===== src/rtl/odo_pkg.sv =====
// Shared constants, types and tables for the differential-drive odometry block.
// Used by the multiplier, the CORDIC unit and the top level; depends on nothing.
package odo_pkg;

  // Encoder counter width kept between readings, and CORDIC length
  localparam int COUNT_BITS   = 16;
  localparam int CORDIC_STEPS = 24;

  // Wheel travel product width (count delta times 33-bit unsigned scale)
  localparam int PW      = COUNT_BITS + 33;
  // Mean travel in Q18.16 after the halving and the 16-bit drop
  localparam int CTR_W   = PW - 15;
  // Shared multiplier operand and product widths
  localparam int MUL_AW  = (CTR_W > 33) ? CTR_W : 33;
  localparam int MUL_BW  = 33;
  localparam int PROD_W  = MUL_AW + MUL_BW;
  // Width used for saturation compares
  localparam int SW      = PROD_W + 1;

  // CORDIC datapath
  localparam int CORD_W  = 34;
  localparam int IDX_W   = $clog2(CORDIC_STEPS);
  localparam int ATAN_IW = 5;
  localparam logic signed [CORD_W-1:0] CORDIC_X0 = CORD_W'(652032874);

  // Configuration register indexes
  localparam logic [1:0] REG_DIST_PER_COUNT  = 2'd0;
  localparam logic [1:0] REG_TURNS_PER_METER = 2'd1;
  localparam logic [1:0] REG_UPDATE_RATE     = 2'd2;

  // Arctangent of two to the minus i, binary angle
  localparam logic [31:0] ATAN_TAB [32] = '{
    32'd536870912, 32'd316933406, 32'd167458907, 32'd85004756, 32'd42667331,
    32'd21354465, 32'd10679838, 32'd5340245, 32'd2670163, 32'd1335087,
    32'd667544, 32'd333772, 32'd166886, 32'd83443, 32'd41722, 32'd20861,
    32'd10430, 32'd5215, 32'd2608, 32'd1304, 32'd652, 32'd326, 32'd163,
    32'd81, 32'd41, 32'd20, 32'd10, 32'd5, 32'd3, 32'd1, 32'd1, 32'd0
  };

  // CORDIC request and result between sequencer and rotator
  typedef struct packed {
    logic        start;
    logic [31:0] angle;
  } cordic_req_t;

  typedef struct packed {
    logic                     done;
    logic signed [CORD_W-1:0] cos_val;
    logic signed [CORD_W-1:0] sin_val;
  } cordic_res_t;

endpackage


===== src/rtl/odo_mul.sv =====
// Shared signed multiplier with a registered product.
// Depends on odo_pkg for operand and product widths.
module odo_mul import odo_pkg::*; (
  input  logic                     clk,
  input  logic signed [MUL_AW-1:0] a,
  input  logic signed [MUL_BW-1:0] b,
  output logic signed [PROD_W-1:0] prod
);

  // Multiply and register
  always_ff @(posedge clk) begin
    prod <= PROD_W'(a) * PROD_W'(b);
  end

endmodule


===== config.mk =====
export PLATFORM = sky130hd
export DESIGN_NAME = odo_mul
export DESIGN_NICKNAME = d
export VERILOG_FILES = /design/src/rtl/odo_pkg.sv /design/src/rtl/odo_mul.sv
export SDC_FILE = /design/constraint.sdc
export NUM_CORES = 2
export LEC_CHECK = 0
export BUFFER_PORTS_ARGS = -buffer_cell sky130_fd_sc_hd__buf_2
export CAP_MARGIN = 20
export CORE_UTILIZATION = 50
export DETAILED_ROUTE_END_ITERATION = 7
export PLACE_DENSITY = 0.66
export SYNTH_ARGS = -nofsm -noshare
export SYNTH_HDL_FRONTEND = slang
export SYNTH_SLANG_ARGS = --single-unit

===== constraint.sdc =====
create_clock -name clk -period 11.7 [get_ports clk]
set_clock_uncertainty 0.05 [all_clocks]
set_input_delay 1.17 -clock clk [delete_from_list [all_inputs] [get_ports clk]]
set_output_delay 1.17 -clock clk [all_outputs]
set_load 0.05 [all_outputs]

# Word-level counts from Yosys, hierarchy flattened
# Cells that the tools add are included.
dict set report totals {
  output_inout_bits 67
  word_cells 2
  regBits 67
}
dict set report classes {
  multipliers 1
}
# cell count
set op_table {}
lappend op_table {{$mul A34 B33 Y67} 1}

# Logic depth before layout (Yosys ltp)
dict set report depth {
  word_depth 1
  mapped_depth 30
  ltp_nobuf 28
}

# Worst setup path after synthesis
# No wires, ideal clock.
dict set report synth_path {
  path_kind {input -> register}
  start {input port a[33]}
  end {register prod[63]}
  setup_time_ns 0.062
  arrival_time_ns 8.614
  path_stages 24
  setup_slack_ns 2.974
  n_path_buf 2
  cell_sequence {clkbuf_1 nand2_1 inv_1 fa_1 fa_1 fa_1 inv_1 fa_1 fa_1 fa_1 fa_1 fa_1 inv_1 ha_1 clkbuf_1 and3_1 and2_1 and4_1 a2111oi_4 o31ai_2 a311oi_4 o32ai_1 or4_1 nand3_1}
}
dict set report synth_between {
  elab_chain_len 1
}
# item line
set synth_lines {}
lappend synth_lines {{start, declared} odo_mul.sv:5} ;# input logic signed [MUL_AW-1:0] a,
lappend synth_lines {{$mul A34 B33 Y67} odo_mul.sv:12} ;# prod <= PROD_W'(a) * PROD_W'(b);
lappend synth_lines {{end signal, assigned} odo_mul.sv:12}
lappend synth_lines {{end, declared} odo_mul.sv:7} ;# output logic signed [PROD_W-1:0] prod
# No other way between the ends.

# Worst setup path after layout
# Ends and elaborated chain as after synthesis.

==> impl_results.html <==
<table>
<tr><th>Metric</th><th>Value</th></tr>
<tr><th colspan="2">Routing</th></tr>
<tr><td>DRT iter0 DRCs</td><td>1690</td></tr>
<tr><td>Final antenna-violating net count</td><td>0</td></tr>
<tr><td>Number of remaining DRC errors</td><td>0</td></tr>
<tr><td>Via-per-instance ratio</td><td>5.290</td></tr>
<tr><td>Detailed-route wire length</td><td>109.5 mm</td></tr>
<tr><td>Number of optimization iterations in the first detailed-route pass</td><td>8</td></tr>
<tr><td>Number of vias after detailed routing</td><td>28570</td></tr>
<tr><td>Routed len/inst</td><td>20.27 µm</td></tr>
<tr><th colspan="2">Run status</th></tr>
<tr><td>Run status</td><td>complete, no violations</td></tr>
<tr><th colspan="2">Clocking</th></tr>
<tr><td>Number of buffers created by CTS</td><td>9</td></tr>
<tr><td>Number of cells upsized or downsized after cts</td><td>0</td></tr>
<tr><td>Clock tree root driver cell</td><td>clkbuf_16</td></tr>
<tr><td>Clock-pin slew on the worst setup and hold paths</td><td>0.07 ns</td></tr>
<tr><td>CTS tree</td><td>built</td></tr>
<tr><td>Clock Sink Count</td><td>67</td></tr>
<tr><td>Buffers inserted by post-CTS timing repair</td><td>0</td></tr>
<tr><td>H-Tree Level Count</td><td>3</td></tr>
<tr><td>Hold-fix buffers, CTS</td><td>0</td></tr>
<tr><td>Number of buffers on the longest clock path</td><td>2</td></tr>
<tr><th colspan="2">Synth</th></tr>
<tr><td>Share of Yosys cell area claimed by the top area cell type</td><td>0.5701</td></tr>
<tr><td>Post-synth design cell area</td><td>41290 µm²</td></tr>
<tr><td>Async SR Flop Fraction</td><td>0</td></tr>
<tr><td>Number of synthesized flops with an enable pin</td><td>0</td></tr>
<tr><td>Average cell area after synthesis</td><td>9.389 µm²</td></tr>
<tr><td>Number of nets in the synthesized netlist</td><td>5861</td></tr>
<tr><td>Synth area leaders</td><td>fa_1 (57%), inv_1 (11%), and2_1 (8.3%)</td></tr>
<tr><td>Post-synthesis cell type count</td><td>63</td></tr>
<tr><td>Number of warnings reported in the yosys synthesis log</td><td>0</td></tr>
<tr><td>Most instantiated flip-flop cell in the synthesis netlist</td><td>dfxtp_1</td></tr>
<tr><td>Seq/Total Area, Yosys</td><td>0.03248</td></tr>
<tr><td>Library cell with the largest summed area after synthesis</td><td>fa_1</td></tr>
<tr><td>Instance count of the mapped netlist</td><td>4398</td></tr>
<tr><td>Count of state elements after synthesis</td><td>67</td></tr>
<tr><th colspan="2">Worst hold path</th></tr>
<tr><td>Cell count of the worst hold path</td><td>2</td></tr>
<tr><td>Hold crit path type</td><td>primary input to flop</td></tr>
<tr><td>Capture endpoint of the worst hold path</td><td>prod[0]</td></tr>
<tr><td>Hold path startpoint</td><td>b[0]</td></tr>
<tr><th colspan="2">Global routing</th></tr>
<tr><td>Most used routing layer</td><td>met2</td></tr>
<tr><td>Global-route wire length before repair</td><td>177.5 mm</td></tr>
<tr><td>Met2 usage in global routing</td><td>0.4840</td></tr>
<tr><td>Met1 capacity usage during global routing</td><td>0.3614</td></tr>
<tr><td>Remaining Overflow, GRT</td><td>0</td></tr>
<tr><td>Number of antenna violations at the first check in global routing</td><td>6</td></tr>
<tr><td>Vias in the first global route</td><td>31470</td></tr>
<tr><td>Global routing usage summed across all routing layers</td><td>0.2809</td></tr>
<tr><td>Met3 capacity usage during global routing</td><td>0.03354</td></tr>
<tr><td>Pin count of the biggest net entering global routing</td><td>35</td></tr>
<tr><th colspan="2">STA</th></tr>
<tr><td>Setup repair after global routing missed its margin</td><td>false</td></tr>
<tr><td>Count of final max-slew check failures</td><td>0</td></tr>
<tr><td>Slack of the critical path</td><td>2.159 ns</td></tr>
<tr><td>Timing-limited maximum frequency</td><td>104.8 MHz</td></tr>
<tr><td>Max_slew headroom</td><td>0.3104</td></tr>
<tr><td>Final hold violations</td><td>0</td></tr>
<tr><td>Summed negative setup slack over all endpoints</td><td>0 ns</td></tr>
<tr><td>Worst-Margin Slew</td><td>1.026 ns</td></tr>
<tr><td>Final count of negative-setup-slack endpoints</td><td>0</td></tr>
<tr><td>Tcrit/Tclk final</td><td>0.8154</td></tr>
<tr><td>Final Critical Period</td><td>9.541 ns</td></tr>
<tr><th colspan="2">Layout</th></tr>
<tr><td>Area of the multi-input gates</td><td>34700 µm²</td></tr>
<tr><td>Fraction of final layout cells sized beyond drive strength 1</td><td>0.04388</td></tr>
<tr><td>Area growth from synthesis to final layout</td><td>3.748%</td></tr>
<tr><td>Most flop-heavy register</td><td>prod</td></tr>
<tr><td>Number of flip-flops under the largest register name</td><td>67</td></tr>
<tr><td>Top Registers</td><td>prod: 67 flops</td></tr>
<tr><td>Number of nets in the layout</td><td>5788</td></tr>
<tr><td>Area occupied by registers</td><td>1341 µm²</td></tr>
<tr><td>Post-layout util</td><td>0.5234</td></tr>
<tr><td>Filler Cells Inserted</td><td>7588</td></tr>
<tr><td>Final Cell Area</td><td>42840 µm²</td></tr>
<tr><th colspan="2">Placed design</th></tr>
<tr><td>Gpl congestion</td><td>0.8893</td></tr>
<tr><td>Number of buffer cells added on primary ports</td><td>134</td></tr>
<tr><td>Placement-stage cell area</td><td>42540 µm²</td></tr>
<tr><td>Dpl hpwl</td><td>86.46 mm</td></tr>
<tr><td>Setup slack after placement</td><td>1.787 ns</td></tr>
<tr><th colspan="2">Die</th></tr>
<tr><td>Floorplan row count</td><td>105</td></tr>
<tr><td>Core area</td><td>81850 µm²</td></tr>
<tr><td>DIE HEIGHT</td><td>289.4 µm</td></tr>
<tr><td>Die outline area</td><td>83740 µm²</td></tr>
<tr><td>I/O pin count</td><td>135</td></tr>
<tr><td>Die boundary width</td><td>289.4 µm</td></tr>
<tr><td>Effective utilization at floorplan</td><td>0.5045</td></tr>
<tr><th colspan="2">Worst setup path</th></tr>
<tr><td>Startpoint class of the critical path</td><td>primary input</td></tr>
<tr><td>Cells along the critical path</td><td>buf_2, nand2_1, inv_1, fa_1, fa_1, fa_2, inv_1, fa_1, fa_1, fa_1, fa_1, fa_1, inv_1, ha_1, and3_1, and2_1, and4_1, a2111oi_4, o31ai_2, a311oi_4, o32ai_1, or4_1, nand3_1</td></tr>
<tr><td>Worst endpoint required time</td><td>11.99 ns</td></tr>
<tr><td>Worst path slowest cell</td><td>fa_2</td></tr>
<tr><td>Data arrival time of the critical path</td><td>9.83 ns</td></tr>
<tr><td>Crit Path Max Fanout</td><td>33</td></tr>
<tr><td>Most Frequent Cell on Critical Path</td><td>fa_1</td></tr>
<tr><td>Critical path start-end classification</td><td>primary input to flop</td></tr>
<tr><td>Delay of the slowest critical-path stage</td><td>0.82 ns</td></tr>
<tr><td>Endpoint kind of the worst setup timing path</td><td>flop</td></tr>
<tr><th colspan="2">Flow run</th></tr>
<tr><td>Max-cap violations</td><td>0</td></tr>
</table>
synth_stat cells (3+ instances only):
library cell,n
and2_1,551
clkbuf_1,228
xnor2_1,54
and3_1,6
a211oi_1,8
nand3_1,8
nand4_1,11
dfxtp_1,67
ha_1,219
o21ai_1,5
inv_1,1165
a31oi_1,10
nand2_1,578
a21o_1,34
fa_1,1176
nand2b_1,13
and4_1,4
nor4_1,3
nor2_1,59
o21a_1,5
xor2_1,17
buf_2,4
o21ai_0,30
o21bai_1,13
nor2b_1,10
nor3_1,11
a21oi_1,62
placed cells by master (no fill, tap or decap), types with 3 or more instances in the layout:
| cell type | instances |
|---|---|
| a211oi_1 | 8 |
| a21o_1 | 34 |
| a21oi_1 | 62 |
| a31oi_1 | 10 |
| and2_1 | 551 |
| and3_1 | 6 |
| and4_1 | 4 |
| buf_2 | 134 |
| buf_4 | 14 |
| clkbuf_16 | 9 |
| dfxtp_1 | 67 |
| fa_1 | 1175 |
| ha_1 | 219 |
| inv_1 | 1165 |
| nand2_1 | 578 |
| nand2b_1 | 13 |
| nand3_1 | 8 |
| nand4_1 | 11 |
| nor2_1 | 59 |
| nor2b_1 | 10 |
| nor3_1 | 11 |
| nor4_1 | 3 |
| o21a_1 | 5 |
| o21ai_0 | 30 |
| o21ai_1 | 5 |
| o21bai_1 | 13 |
| xnor2_1 | 54 |
| xor2_1 | 17 |
layer usage:
layer	share of wire	vias up	routed length [µm]
li1	-	12260	-
met1	0.39	15070	42710
met2	0.51	1032	55480
met3	0.061	205	6636
met4	0.043	2	4655
met5	0.00012	-	13
kinds of logic after synthesis:
kind of cell / Yosys count / synth area share
AO/OA/AOI/OAI: 204 / 0.03569
buffers and inverters: 1398 / 0.1272
multiplexers: 3 / 0.0007575
AND/OR/NAND/NOR: 1260 / 0.1523
XOR/XNOR: 71 / 0.01506
adder cells (fa/ha/maj): 1395 / 0.6365
flip-flops: 67 / 0.03248
how the worst max path moves through the flow:
| stage | start | endpoint | slack (ns) | depth (start not counted) |
|---|---|---|---|---|
| 2_1_floorplan | a[33] | prod[63] | 2.97 | 24 |
| 3_3_place_gp | b[6] | prod[66] | 1.87 | 25 |
| 3_5_place_dp | a[33] | prod[63] | 1.79 | 23 |
| 4_1_cts | a[33] | prod[63] | 2.19 | 23 |
| 5_1_grt | b[6] | prod[66] | 1.78 | 25 |
| 6_report | a[33] | prod[63] | 2.16 | 23 |
critical path: cells and delay by family:
kind,cells,cell delay (ns)
adder cells (fa/ha/maj),9,4.76
AO/OA/AOI/OAI,4,1.57
buffers and inverters,4,0.94
AND/OR/NAND/NOR,6,1.33
per-stage QoR:
stage,hold slack (ns),instances
6_report,1.295,5401
5_1_grt,1.335,5401
4_1_cts,1.285,5400
3_5_place_dp,1.587,5384
3_3_place_gp,1.587,5384
2_1_floorplan,1.242,4398
final cells by class:
type,count,area share
diodes,1,0.00005841
inverters,1166,0.1022
clock buffers,10,0.005578
multi-input cells,2933,0.8100
repair buffers,148,0.01811
flip-flops and latches,67,0.03131
well taps,1070,0.03125
clock inverters,6,0.001519
Power is left out: the tool's default activity adds up to more than one toggle a clock period on the data nets, which glitch-free logic cannot reach.
