===== src/rtl/odo_pkg.sv =====
// Shared constants, types and tables for the differential-drive odometry block.
// Used by the multiplier, the CORDIC unit and the top level; depends on nothing.
package odo_pkg;

  // Encoder counter width kept between readings, and CORDIC length
  localparam int COUNT_BITS   = 16;
  localparam int CORDIC_STEPS = 24;

  // Wheel travel product width (count delta times 33-bit unsigned scale)
  localparam int PW      = COUNT_BITS + 33;
  // Mean travel in Q18.16 after the halving and the 16-bit drop
  localparam int CTR_W   = PW - 15;
  // Shared multiplier operand and product widths
  localparam int MUL_AW  = (CTR_W > 33) ? CTR_W : 33;
  localparam int MUL_BW  = 33;
  localparam int PROD_W  = MUL_AW + MUL_BW;
  // Width used for saturation compares
  localparam int SW      = PROD_W + 1;

  // CORDIC datapath
  localparam int CORD_W  = 34;
  localparam int IDX_W   = $clog2(CORDIC_STEPS);
  localparam int ATAN_IW = 5;
  localparam logic signed [CORD_W-1:0] CORDIC_X0 = CORD_W'(652032874);

  // Configuration register indexes
  localparam logic [1:0] REG_DIST_PER_COUNT  = 2'd0;
  localparam logic [1:0] REG_TURNS_PER_METER = 2'd1;
  localparam logic [1:0] REG_UPDATE_RATE     = 2'd2;

  // Arctangent of two to the minus i, binary angle
  localparam logic [31:0] ATAN_TAB [32] = '{
    32'd536870912, 32'd316933406, 32'd167458907, 32'd85004756, 32'd42667331,
    32'd21354465, 32'd10679838, 32'd5340245, 32'd2670163, 32'd1335087,
    32'd667544, 32'd333772, 32'd166886, 32'd83443, 32'd41722, 32'd20861,
    32'd10430, 32'd5215, 32'd2608, 32'd1304, 32'd652, 32'd326, 32'd163,
    32'd81, 32'd41, 32'd20, 32'd10, 32'd5, 32'd3, 32'd1, 32'd1, 32'd0
  };

  // CORDIC request and result between sequencer and rotator
  typedef struct packed {
    logic        start;
    logic [31:0] angle;
  } cordic_req_t;

  typedef struct packed {
    logic                     done;
    logic signed [CORD_W-1:0] cos_val;
    logic signed [CORD_W-1:0] sin_val;
  } cordic_res_t;

endpackage


===== src/rtl/odo_cordic.sv =====
// Iterative CORDIC rotator: cosine and sine of a binary angle, one step per cycle.
// Depends on odo_pkg for widths, the arctangent table and the request/result types.
module odo_cordic import odo_pkg::*; (
  input  logic        clk,
  input  logic        rst,
  input  cordic_req_t req,
  output cordic_res_t res
);

  localparam logic signed [CORD_W-1:0] QUARTER = CORD_W'(64'sd1073741824);
  localparam logic signed [CORD_W-1:0] HALF    = CORD_W'(64'sd2147483648);

  logic signed [CORD_W-1:0] x;
  logic signed [CORD_W-1:0] y;
  logic signed [CORD_W-1:0] z;
  logic [IDX_W-1:0]         idx;
  logic                     busy;
  logic                     done;
  logic                     neg;

  logic signed [CORD_W-1:0] z_in;
  logic signed [CORD_W-1:0] x_sh;
  logic signed [CORD_W-1:0] y_sh;
  logic signed [CORD_W-1:0] atan_step;

  // Sign-extend the start angle; the fold into the right half plane happens on load
  always_comb begin
    z_in = CORD_W'(signed'(req.angle));
  end

  assign x_sh      = x >>> idx;
  assign y_sh      = y >>> idx;
  assign atan_step = signed'({{(CORD_W-32){1'b0}}, ATAN_TAB[ATAN_IW'(idx)]});

  // Load on start, then rotate toward zero residual angle
  always_ff @(posedge clk) begin
    if (rst) begin
      busy <= 1'b0;
      done <= 1'b0;
    end else if (req.start) begin
      busy <= 1'b1;
      done <= 1'b0;
      x    <= CORDIC_X0;
      y    <= '0;
      idx  <= '0;
      if (z_in > QUARTER) begin
        z   <= z_in - HALF;
        neg <= 1'b1;
      end else if (z_in < -QUARTER) begin
        z   <= z_in + HALF;
        neg <= 1'b1;
      end else begin
        z   <= z_in;
        neg <= 1'b0;
      end
    end else if (busy) begin
      if (!z[CORD_W-1]) begin
        x <= x - y_sh;
        y <= y + x_sh;
        z <= z - atan_step;
      end else begin
        x <= x + y_sh;
        y <= y - x_sh;
        z <= z + atan_step;
      end
      if (idx == IDX_W'(CORDIC_STEPS - 1)) begin
        busy <= 1'b0;
        done <= 1'b1;
      end else begin
        idx <= idx + 1'b1;
      end
    end
  end

  // Undo the fold on the way out
  assign res.done    = done;
  assign res.cos_val = neg ? -x : x;
  assign res.sin_val = neg ? -y : y;

endmodule


===== config.mk =====
export PLATFORM = sky130hd
export DESIGN_NAME = odo_cordic
export DESIGN_NICKNAME = d
export VERILOG_FILES = /design/src/rtl/odo_pkg.sv /design/src/rtl/odo_cordic.sv
export SDC_FILE = /design/constraint.sdc
export NUM_CORES = 1
export LEC_CHECK = 0
export CAP_MARGIN = 20
export CORE_AREA = 2 2 206 208
export DETAILED_ROUTE_END_ITERATION = 12
export DIE_AREA = 0 0 208 210
export DONT_BUFFER_PORTS = 1
export PLACE_DENSITY = 0.64
export SYNTH_ARGS = -nofsm -noshare
export SYNTH_HDL_FRONTEND = slang
export SYNTH_SLANG_ARGS = --single-unit

===== constraint.sdc =====
create_clock -name clk -period 12.3 [get_ports clk]
set_input_delay 1.845 -clock clk [delete_from_list [all_inputs] [get_ports clk]]
set_output_delay 1.845 -clock clk [all_outputs]
set_load 0.02 [all_outputs]

== Word level (Yosys, flattened, before mapping) ==
Memory sizes are Yosys's and may differ from the RTL's.
Index checks and enable logic that the tools add are counted.

* Register bits: 110
* Bits in latches: 0
* Bits in writable memories: 0
* Bits in read-only memories: 1024
* Input port bits: 35
* Output and inout bits: 69
* Logic and storage cells: 53
* Memories kept: 1

{| class="wikitable"
|+ Memories
! name !! words !! bits a word !! rd ports !! clocked after memory_dff !! wr ports !! line !! RTL
|-
| (no name shown) || 32 || 32 || 1 || 0 || 0 || odo_cordic.sv:33 || <nowiki>assign atan_step = signed'({{(CORD_W-32){1'b0}}, ATAN_TAB[ATAN_IW'(idx)]});</nowiki>
|}

* Add/subtract/negate cells: 11
* Multipliers: 0
* Div/mod/pow operators: 0
* Order comparisons: 3
* Equal/unequal tests: 2
* Shift operators: 2
* Multiplexer cells: 19
* Bitwise logic cells: 2
* Reduce and logical (&&, ||, !) cells: 6

{| class="wikitable"
|+ Operator list
! kind !! count
|-
| 34-bit two-way mux || 11
|-
| 34-bit adder || 2
|-
| 34-bit negation || 2
|-
| 34-bit by 5-bit >>> shifter with 34-bit output || 2
|-
| 34-bit subtractor || 2
|-
| 32-bit two-way mux || 2
|-
| 32-bit by 33-bit adder with 34-bit output (second input constant) || 1
|-
| 34-bit by 33-bit adder with 34-bit output || 1
|-
| 32-bit by 33-bit subtractor with 34-bit output (second input constant) || 1
|-
| 34-bit by 33-bit subtractor with 34-bit output || 1
|-
| 32-bit > comparator (second input constant) || 1
|-
| 32-bit by 31-bit less-than comparator with 1-bit output (second input constant) || 1
|-
| 5-bit two-way mux || 2
|-
| 6-bit greater-or-equal comparator (second input constant) || 1
|-
| 5-bit NOT with 6-bit output || 1
|-
| 2-bit AND reduction || 3
|-
| 5-bit by 1-bit adder with 5-bit output (second input constant) || 1
|-
| 5-bit == test (second input constant) || 1
|-
| 1-bit two-way mux || 4
|-
| 3-bit AND reduction || 1
|-
| 2-bit != test (second input constant) || 1
|-
| 2-bit nonzero test || 1
|-
| 2-bit OR reduction || 1
|-
| 1-bit NOT || 1
|}

== Longest topological paths before layout ==
* Word-level depth: 8
* Mapped depth: 28
* Mapped depth without buffers: 23

== Least setup slack after synthesis ==
OpenSTA, ideal clock, no wires.

* Kind: input to register
* From: in req[32] (netlist bit)
* To: reg idx[0], enable pin
* Setup time: 318 ps
* Arrival time: 7256 ps
* Data required time: 11982 ps
* Setup slack: 4727 ps
* Cell stages on the path: 5
* Path buffers: 2
* Cells stage by stage: clkbuf_1 clkbuf_1 nor2_1 nor2_1 o21a_1

* Word-level cells in the longest chain between the ends: 2
* Elaborated cells between the ends (all ways): 3
* Those cells by class: eq/ne (1); reduce/logical (2)

{| class="wikitable"
|+ Ends and longest elaborated chain
! element !! line !! RTL
|-
| start, declared || odo_cordic.sv:6 || <nowiki>input cordic_req_t req,</nowiki>
|-
| 2-bit != test (no line) or 2-bit nonzero test (tied branches) || n/a ||
|-
| 3-bit AND reduction (no line) (*) || n/a ||
|-
| end signal, assigned || odo_cordic.sv:70 || <nowiki>idx <= idx + 1'b1;</nowiki>
|-
| end, declared || odo_cordic.sv:16 || <nowiki>logic [IDX_W-1:0] idx;</nowiki>
|}

Mark *: on every way between the ends. The rest lies on a longest branch, timed or not.
A chain may end at the register's enable or synchronous reset.

== Worst setup path in the final report ==
* From: reg idx[3]
* To: reg x[33], data pin

* Word-level cells in the longest chain between the ends: 4
* Elaborated cells between the ends (all ways): 5
* Those cells by class: add/sub (2); shift (1); mux (2)

{| class="wikitable"
|+ Ends and longest elaborated chain
! element !! line !! RTL
|-
| 34-bit by 5-bit >>> shifter with 34-bit output (*) || odo_cordic.sv:32 || <nowiki>assign y_sh = y >>> idx;</nowiki>
|-
| 34-bit subtractor or 34-bit adder (tied branches) || odo_cordic.sv:58, odo_cordic.sv:62 ||
|-
| 34-bit two-way mux (*) || odo_cordic.sv:57 || <nowiki>if (!z[CORD_W-1]) begin</nowiki>
|-
| 34-bit two-way mux (*) || odo_cordic.sv:56 || <nowiki>end else if (busy) begin</nowiki>
|-
| end signal, assigned || odo_cordic.sv:58 || <nowiki>x <= x - y_sh;</nowiki>
|-
| end signal, assigned || odo_cordic.sv:62 || <nowiki>x <= x + y_sh;</nowiki>
|-
| end, declared || odo_cordic.sv:13 || <nowiki>logic signed [CORD_W-1:0] x;</nowiki>
|}

Mark *: on every way between the ends. The rest lies on a longest branch, timed or not. The select of a mux whose other input is x is not followed.

==> impl_metrics.yaml <==
outcome:
  outcome: "complete, no violations"
cts:
  numCtsBuffers: 9
  cts-resized-gates: 0
  cts_num_sinks: 110
  cts_root_buf: "clkbuf_16"
  cts_hold_buf: 0
  clockBufferDepth: 2
  path_clk_slew_ns: 0.08
  cts_tree: "done"
  cts_setup_buffers: 0
  htreeDepth: 3
  clock_latency_ns: 0.42
worst_hold_path:
  worstHoldEndpoint: "done"
  hold_depth: 2
  worstHoldPathType: "reg -> reg"
  min_from: "busy"
critical_path:
  cp.arrival_ns: 7.94
  reg2reg_from: "idx[3]"
  startpoint_type: "flop"
  worst-r2r-cell-count: 21
  cp_slowest_stage_delay_ns: 0.94
  slowest_stage: "a222oi_1"
  path_common_cell: "a21o_1"
  cp_max_fo: 51
  rr_endpoint: "x[33]"
  critPathKind: "reg -> reg"
  r2r_setup_slack_ns: 4.62
  path_cells: "buf_4 > buf_4 > mux2i_1 > mux4_2 > mux2i_1 > a222oi_1 > nand4_2 > nor4_2 > a31oi_1 > xor2_1 > ha_1 > a21o_1 > a21o_1 > a21o_1 > a311o_1 > a41o_1 > a211oi_1 > o21ai_0 > a31oi_1 > xnor3_1 > nor2_1"
  worst_ep_required_time_ns: 12.57
  endpoint_kind: "flop"
timing:
  tns_ns: 0
  slew_violations: 0
  layout_setup_ws_ns: 4.62
  finalCriticalPeriod_ns: 7.68
  clock_skew_ns: 0.0129
  post-route-period-util: 0.624
  setup_violations: 0
  fmax_ghz: 0.130
  rsz0062_at_grt: "no"
  slew_headroom: 0.271
  hold_viol: 0
  worst_pin_slew_ns: 1.08
final_layout:
  drive_above_1_share: 0.0917
  layout.nets: 2208
  area_delta_synth_final_pct: 1.76
  antenna-diode-count: 0
  post-route-util: 0.453
yosys:
  ys.flop_type: "edfxtp_1"
  syn_area_mm2: 0.0185
  synth-adder-area-share: 0.0805
  synth.distinct_cells: 97
  synthXorXnorAreaFrac: 0.116
  synth_top_family_by_area: "compound AO/OA/AOI/OAI gates"
  syn_inst: 2197
  synthSimpleGateAreaFrac: 0.176
  avgSynthCellArea_um2: 8.40
  synth_edf_count: 108
  syn_nets: 2349
  async_flop_share: 0
  synthMuxAreaShare: 0.168
  seq_area_frac_synth: 0.178
  yosys_warnings: 0
  ys_ff_latch: 110
  synth_compound_area_frac: 0.226
die:
  core_mm2: 0.0415
  dieArea_mm2: 0.0437
  die_y_um: 210
  die_x_um: 208
  io_pins: 104
  initial_utilization: 0.445
  std_cell_rows: 75
placement:
  gp_congestion: 1.00
  dp_hpwl_um: 47400
  dp_slack_ns: 4.75
  portBuffers: 0
route:
  first_pass_iters: 7
  vias_per_cell: 6.63
  routedWlPerCell_um: 24.8
  antenna_left: 0
  wl_um: 64500
  num_vias: 17200
  drt_iter0_drc: 1507
  drc: 0
power_and_ir_drop:
  leakage_uw: 0.00715
  powerDensity_mw_per_mm2: 201
  peakVddDrop_mv: 0.0856
grt:
  antenna_found_initial: 0
  track_usage: 0.290
  grt_pass1_vias: 16500
  grt_first_pass_wirelength_um: 98100
  grt_max_degree: 155
  grt.overflow.total: 0
flow_run:
  drv_cap: 0
[power breakdown]
part	leakage [µW]	switching, µW	internal [µW]	total, µW
registers	0.00105	251	563	815
logic	0.00596	1540	1110	2640
clock network	0.000145	160	154	314
total	0.00715	1950	1820	3770
[metal layers]
layer	GRT usage	wire length, µm	up-vias
li1	-	-	7943
met1	0.374	26900	8420
met2	0.477	30300	744
met3	0.0372	4120	141
met4	0.153	3120	0
met5	0	0	-
[through the flow]
| step | power (µW) | hold slack, ns | cells | instance area (µm²) |
|---|---|---|---|---|
| 6_report | 3770 | 0.609 | 2600 | 18800 |
| 5_1_grt | 4050 | 0.675 | 2600 | 18800 |
| 4_1_cts | 3740 | 0.623 | 2600 | 18800 |
| 3_5_place_dp | 3410 | 0.618 | 2584 | 18500 |
| 3_3_place_gp | 3370 | 0.590 | 2584 | 18500 |
| 2_1_floorplan | 2800 | 0.491 | 2197 | 18500 |
[worst max-delay path, delay by kind of cell (launching register included)]
family / cells / cell delay [ns]
xor+xnor: 2 / 0.58
buf+inv: 2 / 0.99
simple gates: 3 / 1.06
compound gates: 10 / 3.10
mux: 3 / 0.73
fa+ha+maj: 1 / 0.39
flops: 1 / 0.63
[cells in the mapped netlist (9+ instances only)]
cell      count  area share
or2_2        18      0.0061
nor3_1       33      0.0089
a21oi_1     161       0.044
nor2_1      179       0.036
mux2i_1      94       0.051
buf_1        26      0.0053
mux2_2       26       0.016
and2_1       13      0.0044
o41ai_1      11      0.0052
nor4_1       16      0.0054
nand3_1      41       0.011
edfxtp_1    108        0.18
buf_6        11      0.0067
o22ai_1      28      0.0095
and3_1       18      0.0061
a31oi_1      37       0.013
ha_1        114       0.077
buf_4        15      0.0061
buf_2        30      0.0081
nand4_1      10      0.0034
a211oi_1     30       0.012
o21bai_1     16      0.0065
o21ai_0     124       0.034
xnor2_1     160       0.076
o31ai_1      24      0.0098
a21o_1       66       0.027
o21a_1       14      0.0057
nor2b_1      33       0.011
mux4_2       77       0.094
nand2b_1     44       0.015
or3_1        20      0.0068
inv_1        45      0.0091
clkbuf_1     94       0.019
xor2_1       81       0.038
nand2_1     190       0.039
a221oi_1      9      0.0043
[layout by cell type (no fill, tap or decap), types with 20 or more instances in the layout]
master	instances
buf_4	24
ha_1	114
edfxtp_1	108
xor2_1	81
nand3_1	41
xnor2_1	160
a31oi_1	37
mux2i_1	94
nor2_1	177
a211oi_1	30
o22ai_1	28
nor3_1	33
mux4_2	77
a21oi_1	161
a21o_1	66
o31ai_1	24
nand2b_1	44
mux2_2	26
or3_1	20
nor2b_1	33
inv_1	45
nand2_1	190
o21ai_0	124
[area by class of cell]
class | count | area, µm²
multi-input cells | 1862 | 14200
inverters | 48 | 180
well taps | 539 | 674
repair buffers | 25 | 200
clock buffers | 12 | 267
flip-flops and latches | 110 | 3280
fillers | 4090 | 22700
clock inverters | 4 | 30.0
[worst max path at each step]
stage	startpoint	end	slack [ns]	depth (start not counted)
final	idx[3]	x[33]	4.62	21
after global routing	idx[0]	x[33]	4.16	21
after CTS	idx[0]	x[33]	4.71	20
after detailed placement	idx[0]	x[33]	4.75	20
after global placement	idx[0]	x[33]	4.97	20
after floorplan	req[32]	idx[0]	4.73	5
[state kept, by name (all words and copies together), names as in the netlist]
signal / flops
z: 34
done: 1
busy: 1
idx: 5
x: 34
y: 34
neg: 1
[logic make-up (layout without fill, tap and decap cells)]
group / Yosys count / in the layout
multiplexers: 204 / 204
buffers and inverters: 225 / 89
flip-flops: 110 / 110
XOR/XNOR: 242 / 242
adder cells (fa/ha/maj): 117 / 117
AO/OA/AOI/OAI: 636 / 636
AND/OR/NAND/NOR: 663 / 663
Note: power is estimated with default switching activity, not from simulation.
